$ cat config.mk
export PLATFORM = sky130hd
export DESIGN_NAME = sspn_ctrl
export DESIGN_NICKNAME = d
export VERILOG_FILES = /design/src/design/sspn_pkg.sv /design/src/design/sspn_ctrl.sv
export SDC_FILE = /design/constraint.sdc
export NUM_CORES = 1
export LEC_CHECK = 0
export BUFFER_PORTS_ARGS = -buffer_cell sky130_fd_sc_hd__buf_2
export CORE_AREA = 2 2 39 41
export CTS_BUF_LIST = sky130_fd_sc_hd__clkbuf_4
export CTS_CLUSTER_DIAMETER = 100
export DETAILED_ROUTE_END_ITERATION = 16
export DIE_AREA = 0 0 41 43
export PLACE_DENSITY_LB_ADDON = 0.1
export SETUP_SLACK_MARGIN = 0.3
export SYNTH_ARGS = -nofsm -noshare
export SYNTH_HDL_FRONTEND = slang
export SYNTH_SLANG_ARGS = --single-unit
$ cat constraint.sdc
create_clock -name clock -period 1.3 [get_ports clock]
set_clock_uncertainty 0.1 [all_clocks]
set_input_delay 0.13 -clock clock [delete_from_list [all_inputs] [get_ports clock]]
set_output_delay 0.13 -clock clock [all_outputs]
set_load 0.02 [all_outputs]
$ cat src/design/sspn_pkg.sv
// Shared types and constants for the spectrum smoothing peak normalizer.
// Used by the controller, datapath and top level; depends on nothing.
`timescale 1ns / 1ps
`default_nettype none
package sspn_pkg;

   typedef struct packed {
      logic        kind;
      logic [7:0]  bin;
      logic [31:0] magnitude;
      logic        frame_last;
      logic [1:0]  view;
   } req_type;

   typedef struct packed {
      logic [31:0] value;
      logic        in_range;
   } rsp_type;

   typedef enum logic [3:0] {
      ST_IDLE, ST_FETCH, ST_DECIDE, ST_MUL, ST_SUM, ST_PEAK, ST_DECAY, ST_DIVIDE,
      ST_FINISH
   } state_type;

   typedef struct packed {
      logic capture;
      logic fetch;
      logic mul;
      logic sum;
      logic direct;
      logic div_read;
      logic peak;
      logic decay;
      logic div_finish;
      logic emit;
   } cmd_type;

   typedef struct packed {
      logic item_valid;
      logic kind;
      logic last_en;
      logic view_direct;
      logic peak_jump;
      logic div_done;
      logic rsp_free;
   } status_type;

   localparam logic KIND_WRITE = 1'b0;
   localparam logic KIND_READ  = 1'b1;

   localparam logic [1:0] VIEW_RAW_PEAK = 2'd0;
   localparam logic [1:0] VIEW_SMO_PEAK = 2'd1;
   localparam logic [1:0] VIEW_RAW      = 2'd2;
   localparam logic [1:0] VIEW_SMOOTH   = 2'd3;

   localparam logic CSR_ENABLE = 1'b0;
   localparam logic CSR_FACTOR = 1'b1;

   localparam logic [31:0] PEAK_RESET   = 32'd6554;
   localparam logic [31:0] PEAK_FLOOR   = 32'd7;
   localparam logic [31:0] ONE_Q16      = 32'd65536;
   localparam logic [15:0] FACTOR_RESET = 16'd52429;
   // decay step is floor((gap + 49) / 100), taken as ((gap + 49) >> 2) * recip >> 35
   localparam logic [32:0] DECAY_BIAS   = 33'd49;
   localparam logic [31:0] DECAY_RECIP  = 32'h51EB_851F;

endpackage
`default_nettype wire

$ cat src/design/sspn_ctrl.sv
// Controller state machine sequencing one item through the datapath.
// Depends on sspn_pkg.
`timescale 1ns / 1ps
`default_nettype none
module sspn_ctrl (
   input  wire logic                 clock,
   input  wire logic                 reset,
   input  wire logic                 req_valid,
   output logic                      req_stall,
   input  wire sspn_pkg::status_type status,
   output sspn_pkg::cmd_type         cmd
);
   import sspn_pkg::*;

   state_type state_ff, state_in;

   always_ff @(posedge clock) begin
      if (reset) begin
         state_ff <= ST_IDLE;
      end else begin
         state_ff <= state_in;
      end
   end

   always_comb begin
      state_in  = state_ff;
      cmd       = '0;
      req_stall = (state_ff != ST_IDLE);
      case (state_ff)
         ST_IDLE: begin
            if (req_valid) begin
               cmd.capture = 1'b1;
               state_in    = ST_FETCH;
            end
         end
         ST_FETCH: begin
            cmd.fetch = 1'b1;
            state_in  = ST_DECIDE;
         end
         ST_DECIDE: begin
            if (!status.item_valid) begin
               // a write outside the bins still closes the frame
               if (status.kind == KIND_WRITE && status.last_en) begin
                  state_in = ST_PEAK;
               end else begin
                  state_in = ST_FINISH;
               end
            end else if (status.kind == KIND_WRITE) begin
               state_in = ST_MUL;
            end else if (status.view_direct) begin
               cmd.direct = 1'b1;
               state_in   = ST_FINISH;
            end else begin
               cmd.div_read = 1'b1;
               state_in     = ST_DIVIDE;
            end
         end
         ST_MUL: begin
            cmd.mul  = 1'b1;
            state_in = ST_SUM;
         end
         ST_SUM: begin
            cmd.sum  = 1'b1;
            state_in = status.last_en ? ST_PEAK : ST_FINISH;
         end
         ST_PEAK: begin
            cmd.peak = 1'b1;
            state_in = status.peak_jump ? ST_FINISH : ST_DECAY;
         end
         ST_DECAY: begin
            cmd.decay = 1'b1;
            state_in  = ST_FINISH;
         end
         ST_DIVIDE: begin
            if (status.div_done) begin
               cmd.div_finish = 1'b1;
               state_in       = ST_FINISH;
            end
         end
         ST_FINISH: begin
            if (status.rsp_free) begin
               cmd.emit = 1'b1;
               state_in = ST_IDLE;
            end
         end
         default: state_in = ST_IDLE;
      endcase
   end
endmodule
`default_nettype wire

==> summary.txt, run 1 <==
Outcome
  • Run status: complete, but fails checks
  • Failing checks: setup timing

Critical path
  • CP Data Required Time: roughly 1.1 ns
  • Slowest stage delay, CP: about 0.36 ns
  • CP cell instances: buf_12 > nor3_4 > nand4b_1 > inv_2 > buf_6
  • Critical Path Sink: cmd[4]
  • CP Depth: 5
  • Arr. time, crit path: between 1 and 1.5 ns
  • Worst R2R Setup Slack: -0.19 ns
  • Slowest-stage cell, CP: dfxtp_4
  • Reg2reg start: state_ff[2]$_SDFFE_PP0P_
  • WS Path Type: reg -> out
  • CP startpoint: state_ff[2]$_SDFFE_PP0P_
  • Critical Path Source Type: register
  • Crit path capture type: primary output
  • CP Max Fanout: 5
  • CP bufs+invs: 3
  • Cell family with most CP delay: simple AND/OR/NAND/NOR gates
  • Capture point of the worst reg-to-reg path: state_ff[2]$_SDFFE_PP0P_
  • Path depth of the worst reg2reg path: 6

Power and ir drop
  • Proportion of power drawn by the clock network: approximately 16%
  • NetSw: approximately 0.43 mW
  • LEAKAGE: 0.4771 nW
  • Gate power share: 67.4%
  • Power density cells: ~1000 nW/um^2
  • Net Sw Frac: a little under two fifths
  • Maximum VDD drop: 0.6688 mV
  • Total power: 1.148 mW
  • Internal power: approximately 0.7 mW
  • Share of power burned in registers: around 17%

Place
  • Routability congestion estimate: 0.8217
  • Post-DP HPWL: between 1000 and 1500 um
  • Placed cell area: 705.7 sq um
  • PortBufs: 20
  • Post-Place Cells: approximately 110

Layout
  • # fillers: 83
  • Antenna fix cells: 0
  • Post-route cell area: between 1000 and 1500 sq um
  • Most flop-heavy register: state_ff
  • Non-Filler Instances: around 130
  • Max FFs per register: 4
  • Area growth syn-to-layout: 187.2%
  • Layout Nets: 126
  • Register Area: approximately 95 sq um
  • Largest regs: state_ff x4
  • Share of cells above drive strength 1: roughly four fifths
  • Final Util: between 80% and 90%
  • Area of the multi-input gates: about 470 sq um

Logic synthesis
  • Syn_nets: 70
  • Post-synth top area cell: dfxtp_1
  • Top FF cell, synth: dfxtp_1
  • Mapped Cells: 60
  • Post-synth EDFFs: 0
  • Synth area leaders: dfxtp_1 (20%), nor2_1 (8.6%), nor3_1 (5.1%)
  • Mapped Area: between 300 and 400 sq um
  • Post-synth ARST share: 0%
  • Top-count cell post-synth: nor2_1
  • Top cells by count, synth: nor2_1 (9), inv_1 (5), nand2_1 (5)
  • Post-synth cell types: 27
  • Seq cells post-synth: 4
  • Yosys warns: 0
  • Synth Area per Inst: between 6 and 7 sq um
  • Sequential fraction of the synthesis area: just over 20%
  • Top cell type's share of synthesized area: 20.45%

Clock tree
  • CTS tree: yes
  • Worst-Skew Late Latency: 0.23 ns
  • CTS max path bufs: 2
  • Reg clk slew, reported paths: roughly 0.04 ns
  • Num CTS Buffers: 3
  • Clock sink count: 4
  • H-tree depth: 1
  • Clock root buffer: clkbuf_4

Floorplan
  • Die W: between 40 and 50 um
  • Top Ports: 21
  • Core area: between 1000 and 1500 sq um
  • Die Height: roughly 43 um
  • Rows: 14
  • Die area: around 1800 sq um
  • Initial Util: ~28%

Global route
  • Vias in the first global route: about 620
  • Initial antenna violation count: 0
  • First-pass GRT wire length: 2442 um
  • Total grt overflow: 0
  • GRT Total Usage: a little over a fifth
  • Largest net degree at the start of global routing: 9

Timing
  • Hold Vio Cnt, Final: 0
  • Final setup violation count: 15
  • Final worst-path setup slack: -0.2470 ns
  • Slew HR: 78.96%
  • Worst Tran Pin Value: about 0.32 ns
  • RSZ-0062 raised after global routing: yes
  • Fin. max-slew vios: 0
  • Fmax: approximately 0.65 GHz
  • Minimum clock period: around 1.5 ns
  • Period utilization: 119.0%
  • Worst hold margin: 0.02746 ns

Detailed routing
  • Drt first pass iters: 4
  • DR vias/cell: approximately 5.2
  • Initial DRC count: 7
  • Vias: 679
  • Drt wl/cell: about 14 um
  • ANT nets after route: 0
  • Total Routed Length: 1787 um
  • DRC viols: 0

Hold path
  • HP Class: in -> reg

Job
  • Total of max-cap violations: 0
-- layer usage --
layer / vias to the layer above / wire length, um / GRT usage (%)
li1: 328 / - / -
met1: 316 / 687 / 21.36
met2: 27 / 958 / 34.38
met3: 8 / 52 / 5.759
met4: 0 / 89 / 13.33
met5: - / 0 / 0
-- per-stage QoR --
stage                     TNS [ns]  worst slack, ns
after detailed placement   -0.3584          -0.1831
final                       -1.962          -0.2470
after floorplan                  0          0.02586
after CTS                   -1.743          -0.1936
after global routing        -2.809          -0.3265
after global placement     -0.2350          -0.1120
-- layout make-up --
class | count | area share, %
sequential | 4 | 8.454
inverter | 5 | 1.891
clock buffer | 4 | 2.670
multi-input combinational | 47 | 41.38
timing repair buffer | 55 | 43.83
tap | 16 | 1.780
-- worst min-delay path by stage --
stage	start	end	slack, ns	cells after the start
6_report	status[0]	state_ff[3]$_SDFFE_PP0P_	0.03	2
5_1_grt	status[0]	state_ff[3]$_SDFFE_PP0P_	0.03	2
4_1_cts	status[0]	state_ff[3]$_SDFFE_PP0P_	0.01	2
3_5_place_dp	reset	state_ff[1]$_SDFFE_PP0P_	0.26	2
3_3_place_gp	reset	state_ff[1]$_SDFFE_PP0P_	0.26	2
2_1_floorplan	reset	state_ff[1]$_SDFFE_PP0P_	0.09	1
-- timing repair --
item                                   in CTS  in global routing
buffers inserted                           14                  5
setup endpoints to repair                  15                 15
endpoints found under the hold margin       0                  0
hold buffers                                0                  0
pin swaps                                  10                 10
resized for setup                          40                 25
-- power groups by stage --
stage | combinational, mW | clock [mW] | sequential, mW
after floorplan | 0.290 | 0 | 0.165
after global placement | 0.446 | 0 | 0.187
after detailed placement | 0.451 | 0 | 0.188
after CTS | 0.640 | 0.193 | 0.187
after global routing | 0.819 | 0.203 | 0.192
final | 0.774 | 0.183 | 0.191
-- logic make-up after synthesis --
family	synth area share [%]
simple gates	46.01
compound gates	22.05
buf+inv	8.945
flops	20.45
mux	2.556
-- layout by cell type (no fill, tap or decap), drive strengths merged --
| cell | netlist | final |
|---|---|---|
| o22a | 1 | 1 |
| inv | 5 | 5 |
| mux2i | 1 | 1 |
| a32oi | 1 | 1 |
| a31oi | 1 | 1 |
| a21oi | 3 | 3 |
| nor2 | 9 | 9 |
| nand2 | 5 | 5 |
| o2111ai | 1 | 1 |
| and3 | 3 | 3 |
| nand3 | 3 | 3 |
| nor4 | 1 | 1 |
| nor2b | 2 | 2 |
| nand2b | 2 | 2 |
| dfxtp | 4 | 4 |
| o21ai | 1 | 1 |
| buf | 1 | 55 |
| a211o | 1 | 1 |
| nor3 | 4 | 4 |
| o32ai | 2 | 2 |
| nand3b | 1 | 1 |
| o211ai | 1 | 1 |
| or4b | 1 | 1 |
| and4 | 1 | 1 |
| nand4b | 1 | 1 |
| clkbuf | 3 | 4 |
| or4 | 1 | 1 |
(Power assumes the default switching activity.)
==> run 2, diff against run 1 <==
SKIP_CTS_REPAIR_TIMING = 1   (was not set)
==> run 2 against run 1 <==
The flow still finishes with violations (setup timing). Setup slack gained 0.0043 ns. Sequential power is essentially flat. Count of clock-buffer cells in the layout is the same. Die area is the same. Non-clock buffer count shrank 10. Global-route usage shrank 3.4 points. Combinational power shrank 22%. First-iteration DRC count shrank 71%. Cell count shrank 7.6%. Core utilization shrank 14 points. Flip-flop and latch count is the same. Power shrank 15%.
==> summary.txt, run 2 (synthesis gave the netlist of run 1 again) <==
Hold path
  • Hold path startpoint: status[0]
  • HP Class: in -> reg
  • Hold Path End: state_ff[3]$_SDFFE_PP0P_
  • Worst hold stages: 2

Clock tree
  • CTS tree: yes
  • Num CTS Buffers: 3
  • Reg clk slew, reported paths: 0.03 ns
  • Worst-Skew Late Latency: around 0.23 ns
  • CTS max path bufs: 2
  • Clock sink count: 4
  • Clock root buffer: clkbuf_4
  • H-tree depth: 1

Timing
  • Period utilization: 118.7%
  • Worst Tran Pin Value: 0.2677 ns
  • Hold Vio Cnt, Final: 0
  • Fin. max-slew vios: 0
  • Final setup violation count: 14
  • Minimum clock period: roughly 1.5 ns
  • Slew HR: 82.15%
  • Fmax: approximately 0.65 GHz
  • RSZ-0062 raised after global routing: yes
  • Final worst-path setup slack: -0.2427 ns

Detailed routing
  • DRC viols: 0
  • DR vias/cell: between 4 and 5
  • ANT nets after route: 0
  • Vias: 585
  • Total Routed Length: 1500 um
  • Initial DRC count: 2
  • Drt wl/cell: around 12 um
  • Drt first pass iters: 4

Global route
  • Vias in the first global route: just under 500
  • GRT Total Usage: between 10% and 20%
  • Total grt overflow: 0
  • Initial antenna violation count: 0
  • Largest net degree at the start of global routing: 14
  • First-pass GRT wire length: around 2000 um

Floorplan
  • Core area: between 1000 and 1500 sq um
  • Top Ports: 21
  • Die W: around 41 um
  • Initial Util: 28.30%
  • Rows: 14
  • Die Height: roughly 43 um
  • Die area: 1763 sq um

Critical path
  • CP Data Required Time: ~1.1 ns
  • Capture point of the worst reg-to-reg path: state_ff[2]$_SDFFE_PP0P_
  • Crit path capture type: primary output
  • Worst R2R Setup Slack: -0.18 ns
  • CP Max Fanout: 6
  • WS Path Type: reg -> out
  • Critical Path Source Type: register
  • Reg2reg start: state_ff[1]$_SDFFE_PP0P_
  • Arr. time, crit path: ~1.3 ns
  • Path depth of the worst reg2reg path: 4

Power and ir drop
  • Maximum VDD drop: 0.7041 mV
  • Total power: 0.9777 mW
  • LEAKAGE: a little over 0.4 nW
  • Power density cells: approximately 1000 nW/um^2

Layout
  • Final Util: around two thirds
  • Most flop-heavy register: state_ff
  • Largest regs: state_ff x4
  • Non-Filler Instances: ~120
  • Area growth syn-to-layout: 139.0%
  • Most frequent cells in the layout: buf_4 (25), buf_2 (10), buf_6 (9), nor2_4 (6), clkbuf_4 (4)
  • Max FFs per register: 4
  • Layout Nets: around 120
  • # fillers: 120
  • Post-route cell area: about 940 sq um
  • Antenna fix cells: 0
  • Share of cells above drive strength 1: between 70 and 80%
  • Commonest non-fill, non-tap cell in the layout: buf_4

Place
  • Placed cell area: approximately 700 sq um
  • PortBufs: 20
  • Post-Place Cells: about 110
  • Routability congestion estimate: around 0.8
  • Post-DP HPWL: ~1100 um

Outcome
  • Failing checks: setup timing
  • Run status: complete, but fails checks

Job
  • Total of max-cap violations: 0
-- run 2: changes by cell type in the layout (fill, tap and decap cells not counted), sizes merged --
cell  previous run  this run
buf             55        45
-- run 2: how the worst max path moves through the flow --
stage	from	end	slack, ns	cells past startpoint
global placement	state_ff[2]$_SDFFE_PP0P_	state_ff[2]$_SDFFE_PP0P_	-0.11	4
detailed placement	state_ff[2]$_SDFFE_PP0P_	state_ff[2]$_SDFFE_PP0P_	-0.18	4
CTS	state_ff[2]$_SDFFE_PP0P_	cmd[4]	-0.30	5
floorplan	state_ff[3]$_SDFFE_PP0P_	cmd[4]	0.03	5
finish	state_ff[0]$_SDFFE_PP0P_	cmd[4]	-0.24	5
global route	state_ff[1]$_SDFFE_PP0P_	cmd[4]	-0.31	5
-- run 2: layout make-up --
type                    count  area, sq um  area share (%)
multi-input cells          47        412.9           44.12
clock buffers               4        30.03           3.209
repair buffers             45        359.1           38.37
well taps                  16        20.02           2.139
inverters                   5        21.27           2.273
flip-flops and latches      4        92.59           9.893
-- run 2: power by group --
group          switching [mW]  total (mW)  internal, mW
clock network          0.0470       0.183         0.136
logic                   0.274       0.604         0.331
registers              0.0418       0.191         0.149
total                   0.363       0.978         0.615
-- run 2: routing by layer --
metal,track usage (%),wire (um),up-vias
met2,28.13,856,9
met3,3.141,22,0
met5,0,0,-
met1,21.10,621,269
li1,-,-,307
met4,8.000,0,0
-- run 2: worst max-delay path, stage by stage, from the launching register on --
cell	delay, ns
dfxtp_4	0.36
buf_6	0.13
nor3_4	0.23
nand4b_1	0.17
inv_2	0.08
buf_6	0.11
-- run 2: per-stage QoR --
stage               setup TNS (ns)  setup WS [ns]  hold WS (ns)
global route                -2.899        -0.3109       0.02212
detailed placement         -0.3584        -0.1831        0.2626
floorplan                        0        0.02586       0.08936
CTS                         -2.808        -0.2992       0.01169
global placement           -0.2350        -0.1120        0.2579
finish                      -2.012        -0.2427       0.02465
==> run 3, diff against run 2 <==
clock period = 1.7 ns   (was 1.3 ns; I/O delays follow)
==> run 3 against run 2 <==
The run now ends clean. Cell area decreased by 24%. Sequential power shrank 19%. Core utilization down 16 points. Critical path depth stayed put. Combinational power down 47%. Global-route usage is 2.9 points lower. First-iteration DRC count grew to 5.5 times the previous value. Clock power down 36%. Die area did not move. Non-clock buffer count down 15. Register-to-register slack improved by 0.43 ns. Power decreased by 39%. Largest power group unchanged.
==> summary.txt, run 3 (synthesis gave the netlist of run 1 again) <==
Timing
  • Slew HR: 81.25%
  • Final setup violation count: 0
  • Worst Tran Pin Value: approximately 0.28 ns
  • RSZ-0062 raised after global routing: yes
  • Minimum clock period: about 1.5 ns
  • Setup TNS: 0 ns
  • Hold Vio Cnt, Final: 0
  • Fmax: about 0.65 GHz
  • Period utilization: ~90%
  • Fin. max-slew vios: 0

Layout
  • Max FFs per register: 4
  • Register Area: 92.59 sq um
  • Most flop-heavy register: state_ff
  • Layout Nets: 101
  • Antenna fix cells: 0
  • # fillers: ~150
  • Area of the multi-input gates: ~350 sq um
  • Share of cells above drive strength 1: a little under three fifths
  • Commonest non-fill, non-tap cell in the layout: buf_4
  • Final Util: between 50% and 60%
  • Area growth syn-to-layout: 80.83%
  • Largest regs: state_ff x4
  • Most frequent cells in the layout: buf_4 (16), buf_2 (12), nand2_1 (5), nor2_1 (5), inv_1 (4)

Job
  • Total of max-cap violations: 0

Detailed routing
  • DRC viols: 0
  • Drt wl/cell: 12.56 um
  • Drt first pass iters: 4
  • Vias: about 540
  • Initial DRC count: 11
  • ANT nets after route: 0
  • DR vias/cell: roughly 5.1
  • Total Routed Length: around 1300 um

Floorplan
  • Top Ports: 21
  • Die Height: between 40 and 50 um
  • Die W: 41 um
  • Die area: 1763 sq um
  • Core area: 1384 sq um
  • Rows: 14
  • Initial Util: roughly 28%

Global route
  • Met2 usage: between 10% and 20%
  • M3 GR Usage: ~6.3%
  • First-pass GRT wire length: 1738 um
  • GRT busiest layer: met1
  • Total grt overflow: 0
  • Global Route met1 Usage: between 20% and 30%
  • Vias in the first global route: approximately 380
  • GRT Total Usage: between 10% and 20%
  • Largest net degree at the start of global routing: 15
  • Initial antenna violation count: 0

Place
  • Routability congestion estimate: 0.8132
  • PortBufs: 20
  • Post-DP HPWL: about 900 um

Critical path
  • CP bufs+invs: 2
  • Slowest stage delay, CP: 0.31 ns
  • Worst R2R Setup Slack: approximately 0.25 ns
  • Arr. time, crit path: 1.26 ns
  • Reg2reg start: state_ff[1]$_SDFFE_PP0P_
  • Cell family with most CP delay: simple AND/OR/NAND/NOR gates
  • Slowest-stage cell, CP: dfxtp_2
  • CP cell instances: nand2b_4 > nor3_4 > nand4b_1 > inv_1 > buf_6
  • WS Path Type: reg -> out
  • Critical Path Source Type: register
  • Crit path capture type: primary output
  • Capture point of the worst reg-to-reg path: state_ff[0]$_SDFFE_PP0P_
  • CP Data Required Time: 1.43 ns
  • Path depth of the worst reg2reg path: 4
  • CP Max Fanout: 3

Power and ir drop
  • Total power: a little under 0.6 mW
  • Maximum VDD drop: about 0.35 mV
  • LEAKAGE: around 0.33 nW
  • Power density cells: between 800 and 900 nW/um^2

Clock tree
  • Clock root buffer: clkbuf_4
  • Worst-Skew Late Latency: around 0.23 ns
  • H-tree depth: 1
  • CTS tree: yes
  • Reg clk slew, reported paths: 0.04 ns
  • CTS max path bufs: 2
  • Clock sink count: 4
  • Num CTS Buffers: 3

Hold path
  • HP Class: in -> reg
  • Worst hold stages: 2
  • Hold Path End: state_ff[3]$_SDFFE_PP0P_
  • Hold path startpoint: status[0]

Outcome
  • Run status: finished, final reports clean
run 3: cell types whose count changed in the layout (fill, tap and decap cells not counted), moves of 3 or more:
cell and delta:
buf_4 -9, buf_6 -7, nand2_1 +3, nand2_2 -3
nor2_1 +3, nor2_4 -5
run 3: stage by stage:
step | cells | setup WS, ns | cell area (sq um) | hold slack (ns)
after detailed placement | 96 | 0.1633 | 543.0 | 0.3032
after floorplan | 60 | 0.2896 | 409.1 | 0.1391
after CTS | 99 | -0.03609 | 565.5 | 0.05651
final | 105 | 0.1678 | 708.2 | 0.06053
after global routing | 105 | 0.1117 | 708.2 | 0.05860
after global placement | 96 | 0.1787 | 543.0 | 0.3009
run 3: where the power goes:
part	switching (mW)	total (mW)	internal [mW]
sequential	0.0408	0.155	0.114
combinational	0.159	0.320	0.161
clock	0.0387	0.118	0.0790
run 3: per-layer routing:
metal / wire [um] / up-vias / part of all wire, %
li1: - / 281 / -
met1: 644 / 244 / 49
met2: 627 / 13 / 48
met3: 47 / 0 / 3.6
met4: 0 / 0 / 0
met5: 0 / - / 0
run 3: layout make-up:
type,count,share of cell area (%)
Timing Repair Buffer,30,28.62
Tap cell,16,2.827
Multi-Input combinational cell,47,49.65
Sequential cell,4,13.07
Inverter,5,2.650
Clock buffer,3,3.180
run 3: how the worst max path moves through the flow:
stage               cells past startpoint                        to                startpoint
detailed placement                      4  state_ff[2]$_SDFFE_PP0P_  state_ff[2]$_SDFFE_PP0P_
floorplan                               4                    cmd[1]  state_ff[1]$_SDFFE_PP0P_
global placement                        4  state_ff[3]$_SDFFE_PP0P_  state_ff[0]$_SDFFE_PP0P_
finish                                  5                    cmd[4]  state_ff[3]$_SDFFE_PP0P_
global route                            5                    cmd[4]  state_ff[3]$_SDFFE_PP0P_
CTS                                     5                    cmd[4]  state_ff[1]$_SDFFE_PP0P_
